$ cat config.mk
export PLATFORM = sky130hd
export DESIGN_NAME = adaptive_substep_controller
export DESIGN_NICKNAME = d
export VERILOG_FILES = /design/src/sv/asc_pkg.sv /design/src/sv/adaptive_substep_controller.sv /design/src/sv/asc_cfg_regs.sv /design/src/sv/asc_step_logic.sv
export VERILOG_INCLUDE_DIRS = /design/src /design/src/sv
export SDC_FILE = /design/constraint.sdc
export NUM_CORES = 1
export LEC_CHECK = 0
export ABC_AREA = 1
export BUFFER_PORTS_ARGS = -buffer_cell sky130_fd_sc_hd__buf_2
export CORE_MARGIN = 2
export CORE_UTILIZATION = 48
export CTS_CLUSTER_SIZE = 20
export DETAILED_ROUTE_END_ITERATION = 10
export MAX_ROUTING_LAYER = met4
export PLACE_DENSITY = 0.65
export SETUP_SLACK_MARGIN = 0.1
export SLEW_MARGIN = 20
export SYNTH_ARGS = -nofsm -noshare
export SYNTH_HDL_FRONTEND = slang
export SYNTH_SLANG_ARGS = --single-unit
$ cat constraint.sdc
create_clock -name clk -period 16.16 [get_ports clk]
set_input_delay 2.424 -clock clk [delete_from_list [all_inputs] [get_ports clk]]
set_output_delay 2.424 -clock clk [all_outputs]
set_load 0.02 [all_outputs]
$ cat src/sv/assert_macros.svh
// Assertion macros for the RTL files; only the top-level file includes them.
`ifndef ASSERT_MACROS_SVH
`define ASSERT_MACROS_SVH

// Same-cycle implication, sampled on clk and off during rst.
`define ASC_ASSERT_NOW(label, ante, cons, msg) \
  label: assert property (@(posedge clk) disable iff (rst) (ante) |-> (cons)) else $error(msg);

// Next-cycle implication, sampled on clk and off during rst.
`define ASC_ASSERT_NEXT(label, ante, cons, msg) \
  label: assert property (@(posedge clk) disable iff (rst) (ante) |=> (cons)) else $error(msg);

`endif

$ cat src/sv/asc_pkg.sv
// Types and constants of the adaptive substep controller.
package asc_pkg;

  localparam int TICK_BITS  = 16;
  localparam int COUNT_BITS = 32;
  localparam int CFG_IDX_BITS = 2;
  localparam int CFG_DATA_BITS = 32;

  localparam logic [TICK_BITS-1:0]  TICKS_RESET = TICK_BITS'(128);
  localparam logic [TICK_BITS-1:0]  SPS_RESET   = TICK_BITS'(1);
  localparam logic [COUNT_BITS-1:0] TOTAL_RESET = COUNT_BITS'(11);

  typedef enum logic [CFG_IDX_BITS-1:0] {
    CFG_TICKS_PER_STEP   = 2'd0,
    CFG_STEPS_PER_SAMPLE = 2'd1,
    CFG_TOTAL_STEPS      = 2'd2
  } cfg_idx_t;

  typedef enum logic [2:0] {
    ST_ACCEPT       = 3'd0,
    ST_ACCEPT_RETRY = 3'd1,
    ST_ABORT        = 3'd2,
    ST_HALVE        = 3'd3,
    ST_MIN_RETRY    = 3'd4,
    ST_FROZEN       = 3'd5
  } status_t;

  typedef struct packed {
    logic [TICK_BITS-1:0]  ticks_per_step;
    logic [TICK_BITS-1:0]  steps_per_sample;
    logic [COUNT_BITS-1:0] total_steps;
  } cfg_t;

  typedef struct packed {
    logic [TICK_BITS-1:0]  offset_in_step;
    logic [TICK_BITS-1:0]  substep_size;
    logic [TICK_BITS-1:0]  last_tried_size;
    logic [COUNT_BITS-1:0] steps_completed;
    logic [TICK_BITS-1:0]  steps_in_sample;
    logic [COUNT_BITS-1:0] samples_completed;
    logic                  retry_mark;
    logic                  frozen_mark;
  } state_t;

  typedef struct packed {
    logic success;
    logic abort_request;
  } in_item_t;

  typedef struct packed {
    status_t               status;
    logic [TICK_BITS-1:0]  attempt_offset;
    logic [TICK_BITS-1:0]  attempt_size;
    logic [TICK_BITS-1:0]  next_offset;
    logic [TICK_BITS-1:0]  next_size;
    logic [COUNT_BITS-1:0] full_steps_done;
    logic [COUNT_BITS-1:0] sample_number;
    logic                  at_sample_start;
    logic                  at_sample_end;
    logic                  run_done;
  } out_item_t;

  function automatic logic [TICK_BITS-1:0] eff_ticks(input logic [TICK_BITS-1:0] t);
    return (t == '0) ? TICK_BITS'(1) : t;
  endfunction

endpackage

$ cat src/sv/adaptive_substep_controller.sv
// Top level of the adaptive substep controller.
//
//   channel | direction | handshake            | payload
//   in      | input     | in_valid / in_ready  | in_item   (success, abort_request)
//   out     | output    | out_valid / out_ready| out_item  (status, offsets, sizes, counters)
//   cfg     | input     | cfg_valid / cfg_ready| cfg_index, cfg_data
//
// A transaction passes through the input register, then through the step logic into the result
// register. One transaction per cycle is sustained while the output is not stalled; the step
// logic between the two registers is combinational.
// Reset is synchronous on rst; it loads the register defaults and clears all control state.
// A stalled output holds its result and the input register keeps one transaction waiting.
// Configuration writes are always taken.
module adaptive_substep_controller (
  input  logic                              clk,
  input  logic                              rst,
  input  logic                              in_valid,
  output logic                              in_ready,
  input  asc_pkg::in_item_t                 in_item,
  output logic                              out_valid,
  input  logic                              out_ready,
  output asc_pkg::out_item_t                out_item,
  input  logic                              cfg_valid,
  output logic                              cfg_ready,
  input  logic [asc_pkg::CFG_IDX_BITS-1:0]  cfg_index,
  input  logic [asc_pkg::CFG_DATA_BITS-1:0] cfg_data
);
  import asc_pkg::*;
  `include "assert_macros.svh"

  cfg_t      cfg;
  state_t    st;
  state_t    st_next;
  in_item_t  in_q;
  logic      in_q_valid;
  out_item_t result;
  logic      advance;
  logic      cfg_wr;
  logic [TICK_BITS-1:0] new_ticks;

  assign cfg_ready = 1'b1;
  assign cfg_wr    = cfg_valid && cfg_ready;
  assign advance   = in_q_valid && (!out_valid || out_ready);
  assign in_ready  = !in_q_valid || advance;
  assign new_ticks = eff_ticks(cfg_data[TICK_BITS-1:0]);

  asc_cfg_regs u_cfg (
    .clk      (clk),
    .rst      (rst),
    .wr_en    (cfg_wr),
    .wr_index (cfg_index),
    .wr_data  (cfg_data),
    .cfg      (cfg)
  );

  asc_step_logic u_step (
    .cfg     (cfg),
    .st      (st),
    .item    (in_q),
    .st_next (st_next),
    .result  (result)
  );

  // input register
  always_ff @(posedge clk) begin
    if (rst) begin
      in_q_valid <= 1'b0;
    end else if (in_ready) begin
      in_q_valid <= in_valid;
    end
  end

  always_ff @(posedge clk) begin
    if (in_valid && in_ready) begin
      in_q <= in_item;
    end
  end

  // controller state
  always_ff @(posedge clk) begin
    if (rst) begin
      st.offset_in_step    <= '0;
      st.substep_size      <= TICKS_RESET;
      st.last_tried_size   <= TICKS_RESET;
      st.steps_completed   <= '0;
      st.steps_in_sample   <= '0;
      st.samples_completed <= '0;
      st.retry_mark        <= 1'b0;
      st.frozen_mark       <= 1'b0;
    end else if (cfg_wr && cfg_index == CFG_TICKS_PER_STEP) begin
      st.offset_in_step  <= '0;
      st.substep_size    <= new_ticks;
      st.last_tried_size <= new_ticks;
    end else if (advance) begin
      st <= st_next;
    end
  end

  // result register
  always_ff @(posedge clk) begin
    if (rst) begin
      out_valid <= 1'b0;
    end else if (advance) begin
      out_valid <= 1'b1;
    end else if (out_ready) begin
      out_valid <= 1'b0;
    end
  end

  always_ff @(posedge clk) begin
    if (advance) begin
      out_item <= result;
    end
  end

  `ASC_ASSERT_NOW(a_size_nonzero, out_valid, out_item.attempt_size != '0 && out_item.next_size != '0, "zero substep size in result")
  `ASC_ASSERT_NOW(a_frozen_no_retry, st.frozen_mark, !st.retry_mark, "retry mark set while frozen")
  `ASC_ASSERT_NEXT(a_frozen_pass, advance && st.frozen_mark, out_item.status == ST_FROZEN, "frozen controller reported non-frozen status")

endmodule

$ cat src/sv/asc_cfg_regs.sv
// Configuration register file of the adaptive substep controller.
module asc_cfg_regs (
  input  logic                              clk,
  input  logic                              rst,
  input  logic                              wr_en,
  input  logic [asc_pkg::CFG_IDX_BITS-1:0]  wr_index,
  input  logic [asc_pkg::CFG_DATA_BITS-1:0] wr_data,
  output asc_pkg::cfg_t                     cfg
);
  import asc_pkg::*;

  always_ff @(posedge clk) begin
    if (rst) begin
      cfg.ticks_per_step   <= TICKS_RESET;
      cfg.steps_per_sample <= SPS_RESET;
      cfg.total_steps      <= TOTAL_RESET;
    end else if (wr_en) begin
      case (wr_index)
        CFG_TICKS_PER_STEP:   cfg.ticks_per_step   <= wr_data[TICK_BITS-1:0];
        CFG_STEPS_PER_SAMPLE: cfg.steps_per_sample <= wr_data[TICK_BITS-1:0];
        CFG_TOTAL_STEPS:      cfg.total_steps      <= wr_data[COUNT_BITS-1:0];
        default: ;
      endcase
    end
  end

endmodule

$ cat src/sv/asc_step_logic.sv
// Single-pass next-state and result logic for one attempt report.
module asc_step_logic (
  input  asc_pkg::cfg_t      cfg,
  input  asc_pkg::state_t    st,
  input  asc_pkg::in_item_t  item,
  output asc_pkg::state_t    st_next,
  output asc_pkg::out_item_t result
);
  import asc_pkg::*;

  logic [TICK_BITS-1:0]  ticks;
  logic [TICK_BITS-1:0]  sps;
  logic [TICK_BITS-1:0]  off;
  logic [TICK_BITS-1:0]  left;
  logic [TICK_BITS-1:0]  sz;
  logic                  end_full;
  logic [TICK_BITS:0]    sis_inc;
  logic                  sample_wrap;
  logic                  done_before;
  status_t               status;
  logic [TICK_BITS-1:0]  noff;
  logic [TICK_BITS:0]    ext;
  logic [TICK_BITS-1:0]  rem;

  always_comb begin
    ticks       = eff_ticks(cfg.ticks_per_step);
    sps         = (cfg.steps_per_sample == '0) ? TICK_BITS'(1) : cfg.steps_per_sample;
    off         = (st.offset_in_step >= ticks) ? '0 : st.offset_in_step;
    left        = ticks - off;
    sz          = (st.substep_size == '0 || st.substep_size > left) ? left : st.substep_size;
    end_full    = (sz == left);
    sis_inc     = {1'b0, st.steps_in_sample} + (TICK_BITS+1)'(1);
    sample_wrap = (sis_inc >= {1'b0, sps});
    done_before = (st.steps_completed >= cfg.total_steps);

    if (done_before || st.frozen_mark) begin
      status = ST_FROZEN;
    end else if (item.abort_request) begin
      status = ST_ABORT;
    end else if (item.success) begin
      status = st.retry_mark ? ST_ACCEPT_RETRY : ST_ACCEPT;
    end else if (st.retry_mark) begin
      status = ST_ABORT;
    end else begin
      status = (sz > TICK_BITS'(1)) ? ST_HALVE : ST_MIN_RETRY;
    end

    noff = end_full ? '0 : off + sz;
    ext  = end_full ? {st.last_tried_size, 1'b0} : {sz, 1'b0};
    rem  = ticks - noff;

    st_next                = st;
    st_next.offset_in_step = off;
    st_next.substep_size   = sz;
    if (!done_before) begin
      if (status == ST_ABORT) begin
        st_next.frozen_mark = 1'b1;
      end
      if (status == ST_HALVE || status == ST_MIN_RETRY) begin
        st_next.retry_mark      = (sz == TICK_BITS'(1));
        st_next.last_tried_size = sz;
        if (sz != TICK_BITS'(1)) begin
          st_next.substep_size = sz >> 1;
        end
      end else begin
        st_next.retry_mark = 1'b0;
        if (end_full) begin
          st_next.steps_completed = st.steps_completed + COUNT_BITS'(1);
          if (sample_wrap) begin
            st_next.steps_in_sample   = '0;
            st_next.samples_completed = st.samples_completed + COUNT_BITS'(1);
          end else begin
            st_next.steps_in_sample = sis_inc[TICK_BITS-1:0];
          end
        end
        st_next.offset_in_step  = noff;
        st_next.last_tried_size = sz;
        st_next.substep_size    = (ext < {1'b0, rem}) ? ext[TICK_BITS-1:0] : rem;
      end
    end

    result.status          = status;
    result.attempt_offset  = off;
    result.attempt_size    = sz;
    result.next_offset     = st_next.offset_in_step;
    result.next_size       = st_next.substep_size;
    result.full_steps_done = st_next.steps_completed;
    result.sample_number   = st_next.samples_completed;
    result.at_sample_start = (off == '0) && (st.steps_in_sample == '0);
    result.at_sample_end   = end_full && sample_wrap;
    result.run_done        = (st_next.steps_completed >= cfg.total_steps);
  end

endmodule

==> impl_metrics.py <==
metrics = {
    "power_and_ir_drop": {
        "p_int_mw": 2.07,
        "power.leakage_nw": 10.7,
        "combinationalPowerShare_pct": 47.8,
        "swShare_pct": 44.6,
        "pwr-share-clk_pct": 23.9,
        "seq_power_share_pct": 28.3,
        "peakVddDrop_mv": 0.108,
        "powerDensity_nw_per_um2": 164,
        "switching_power_mw": 1.66,
    },
    "finish": {
        "layout-drive-gt1-share_pct": 10.6,
        "seq_area_um2": 8010,
        "diodes": 0,
        "utilization_pct": 54.5,
        "nNetsFinal": 2922,
        "stdcell_count": 3272,
        "finalInstanceArea_um2": 22700,
        "multi_input_area_um2": 10100,
        "syn_to_final_growth_pct": 12.7,
        "nFillCells": 3954,
    },
    "worst_setup_path": {
        "r2r_slack_ns": 3.50,
        "cp_common_cell": "nand2_1",
        "critPathTopFamily": "simple AND/OR/NAND/NOR gates",
        "worst_setup_path_endpoint": "out_item[75]",
        "critPathRequiredTime_ns": 16.48,
        "max_stage_delay_ns": 0.63,
        "r2r_end": "out_item[75]",
        "cp.depth": 70,
        "crit_type": "register to register",
        "cp.arrival_ns": 12.97,
        "rr_startpoint": "u_cfg.cfg[49]",
        "cp_slowest_cell": "nor2_1",
        "worstRegToRegCells": 70,
        "setup.worst_path.start_class": "register",
        "crit_start": "u_cfg.cfg[49]",
        "path_max_fanout": 29,
        "cp-end-kind": "register",
        "path_buf_inv": 9,
    },
    "synth": {
        "synth_top_cell_by_area": "edfxtp_1",
        "synth_mux_area_share_pct": 0,
        "synth-compound-area-share_pct": 16.2,
        "ys_types": 57,
        "synth_edf_count": 136,
        "postSynthAreaPerCell_um2": 7.85,
        "synth_warnings": 0,
        "synth-simple-area-share_pct": 18.1,
        "synth_adder_area_share_pct": 11.2,
        "syn_inst": 2572,
        "ys_top_cells_by_area": "edfxtp_1, dfxtp_1, ha_1",
        "yosys-top-cells-count": "inv_1, nand2_1, a21oi_1, dfxtp_1, o21ai_0",
        "synth_top_cell_area_share_pct": 20.2,
        "syn-cell-area_um2": 20200,
        "synthFlopType": "dfxtp_1",
        "synth_top_family_by_area": "simple AND/OR/NAND/NOR gates",
        "synth_most_common_cell": "inv_1",
        "synthXorXnorAreaFrac_pct": 4.37,
        "async_flop_share_pct": 0,
        "seq_area_frac_synth_pct": 39.7,
        "synth_nets": 2792,
        "synth-seq-cells": 332,
    },
    "global_routing": {
        "grt.overflow.total": 0,
        "track_usage_pct": 29.1,
        "grt_pass1_wl_mm": 96.9,
        "antenna_found_initial": 0,
        "grt_pass1_vias": 17700,
        "grt_max_degree": 99,
    },
    "min_path": {
        "hold_depth": 2,
        "hold_class": "register to register",
    },
    "clocking": {
        "clock-root-buffer": "clkbuf_16",
        "cts_buffers": 39,
        "cts_tree": "done",
        "cts_sinks": 332,
        "htreeDepth": 2,
        "post-cts-setup-buffer-count": 0,
        "post_cts_resize_count": 0,
        "clk_pin_slew_worst_paths_ns": 0.06,
        "clkLatencyLatePin_ns": 0.58,
        "clk_path_buf_depth": 3,
        "hold_buffers": 0,
    },
    "sta": {
        "hold_viol": 0,
        "slew_headroom_pct": 26.4,
        "final_max_slew_viol_count": 0,
        "finalCritPeriodShare_pct": 78.3,
        "tightest_slew_ns": 1.10,
        "min_period_ns": 12.66,
        "setup_ws_ns": 3.50,
        "finalSetupViolations": 0,
        "fin_worst_skew_ns": 0.0153,
        "fin_tns_setup_ns": 0,
        "max_freq_mhz": 79.0,
        "rsz0062_at_grt": "no",
    },
    "detailed_routing": {
        "wl_per_cell_um": 18.9,
        "firstDrtPassIters": 5,
        "vias_per_cell": 5.53,
        "drc": 0,
        "vias": 18100,
        "drt-total-wl_mm": 61.8,
        "ant_nets": 0,
        "drt_first_iter_violations": 1204,
    },
    "die": {
        "core-area_um2": 41800,
        "die_h_um": 209,
        "dieWidth_um": 209,
        "rows": 75,
        "dieArea_um2": 43700,
        "pin_count": 178,
        "initial_utilization_pct": 48.3,
    },
    "placed_design": {
        "hpwl_mm": 45.8,
        "dp_cells": 3200,
        "portBuffers": 176,
        "place_ws_ns": 3.61,
        "place_area_um2": 21400,
        "gp_congestion": 0.981,
    },
    "outcome": {
        "status": "complete, no violations",
    },
    "flow_run": {
        "maxCapViolations": 0,
    },
}
-- worst min path at each step --
stage              to   start
5_1_grt        st[89]  st[89]
4_1_cts        st[89]  st[89]
3_5_place_dp   st[89]  st[89]
6_report       st[89]  st[89]
3_3_place_gp   st[89]  st[89]
2_1_floorplan  st[89]  st[89]
-- cell type report --
type                    instances  share of cell area [%]
flip-flops and latches        332                    35.2
inverters                     448                    7.44
repair buffers                188                    4.27
multi-input cells            1693                    44.4
well taps                     539                    2.97
clock inverters                19                   0.891
clock buffers                  53                    4.83
-- per-stage QoR --
step	power (mW)	hold slack [ns]
after floorplan	2.29	0.426
after global placement	2.81	0.444
after detailed placement	2.83	0.451
after CTS	3.73	0.466
after global routing	3.99	0.505
final	3.73	0.476
-- cell families after synthesis --
| kind of cell | count (synthesis) |
|---|---|
| DFF | 332 |
| AOI/OAI and AO/OA | 593 |
| other | 1 |
| and+or+nand+nor | 821 |
| adders and majority gates | 179 |
| xor gates and xnor gates | 99 |
| buffers and inverters | 547 |
-- worst register-to-register path, delay by kind of cell (launching register included) --
kind / cells / cell delay (ns)
flip-flops: 1 / 0.40
AND/OR/NAND/NOR: 39 / 6.47
adder cells (fa/ha/maj): 7 / 1.93
AO/OA/AOI/OAI: 12 / 2.01
XOR/XNOR: 3 / 0.68
buffers and inverters: 9 / 0.90
-- cell usage in the layout, fill, tap and decap left out, drive strengths merged, types with 3 or more instances in the layout --
cell type and count:
a211oi 23, a21boi 3, a21o 5, a21oi 257, a31oi 9, and2 4
buf 188, clkbuf 53, clkinv 17, dfxtp 196, edfxtp 136, ha 177
inv 446, nand2 418, nand3 141, nand3b 7, nand4 42, nor2 131
nor3 49, nor4 22, o211ai 44, o21a 6, o21ai 212, o21bai 9
o22ai 14, or2 5, xnor2 12, xor2 87
-- routing by layer --
| layer | global-route usage (%) | wire [um] | vias up |
|---|---|---|---|
| met2 | 47.7 | 29000 | 684 |
| met5 | - | 0 | - |
| met1 | 34.9 | 25300 | 8358 |
| met3 | 5.02 | 4320 | 173 |
| li1 | - | - | 8873 |
| met4 | 14.3 | 3200 | 0 |
-- power by group through the flow --
stage,sequential [mW],clock [mW],combinational [mW]
2_1_floorplan,1.11,0,1.18
3_3_place_gp,1.07,0,1.74
3_5_place_dp,1.07,0,1.75
4_1_cts,1.06,0.908,1.76
5_1_grt,1.06,0.939,1.98
6_report,1.06,0.891,1.78
-- state kept, by name, indices dropped and copies added (netlist names) --
register    cells
st            130
in_q_valid      1
out_valid       1
out_item      134
in_q            2
u_cfg.cfg      64
Power figures use the tool's default switching activity.
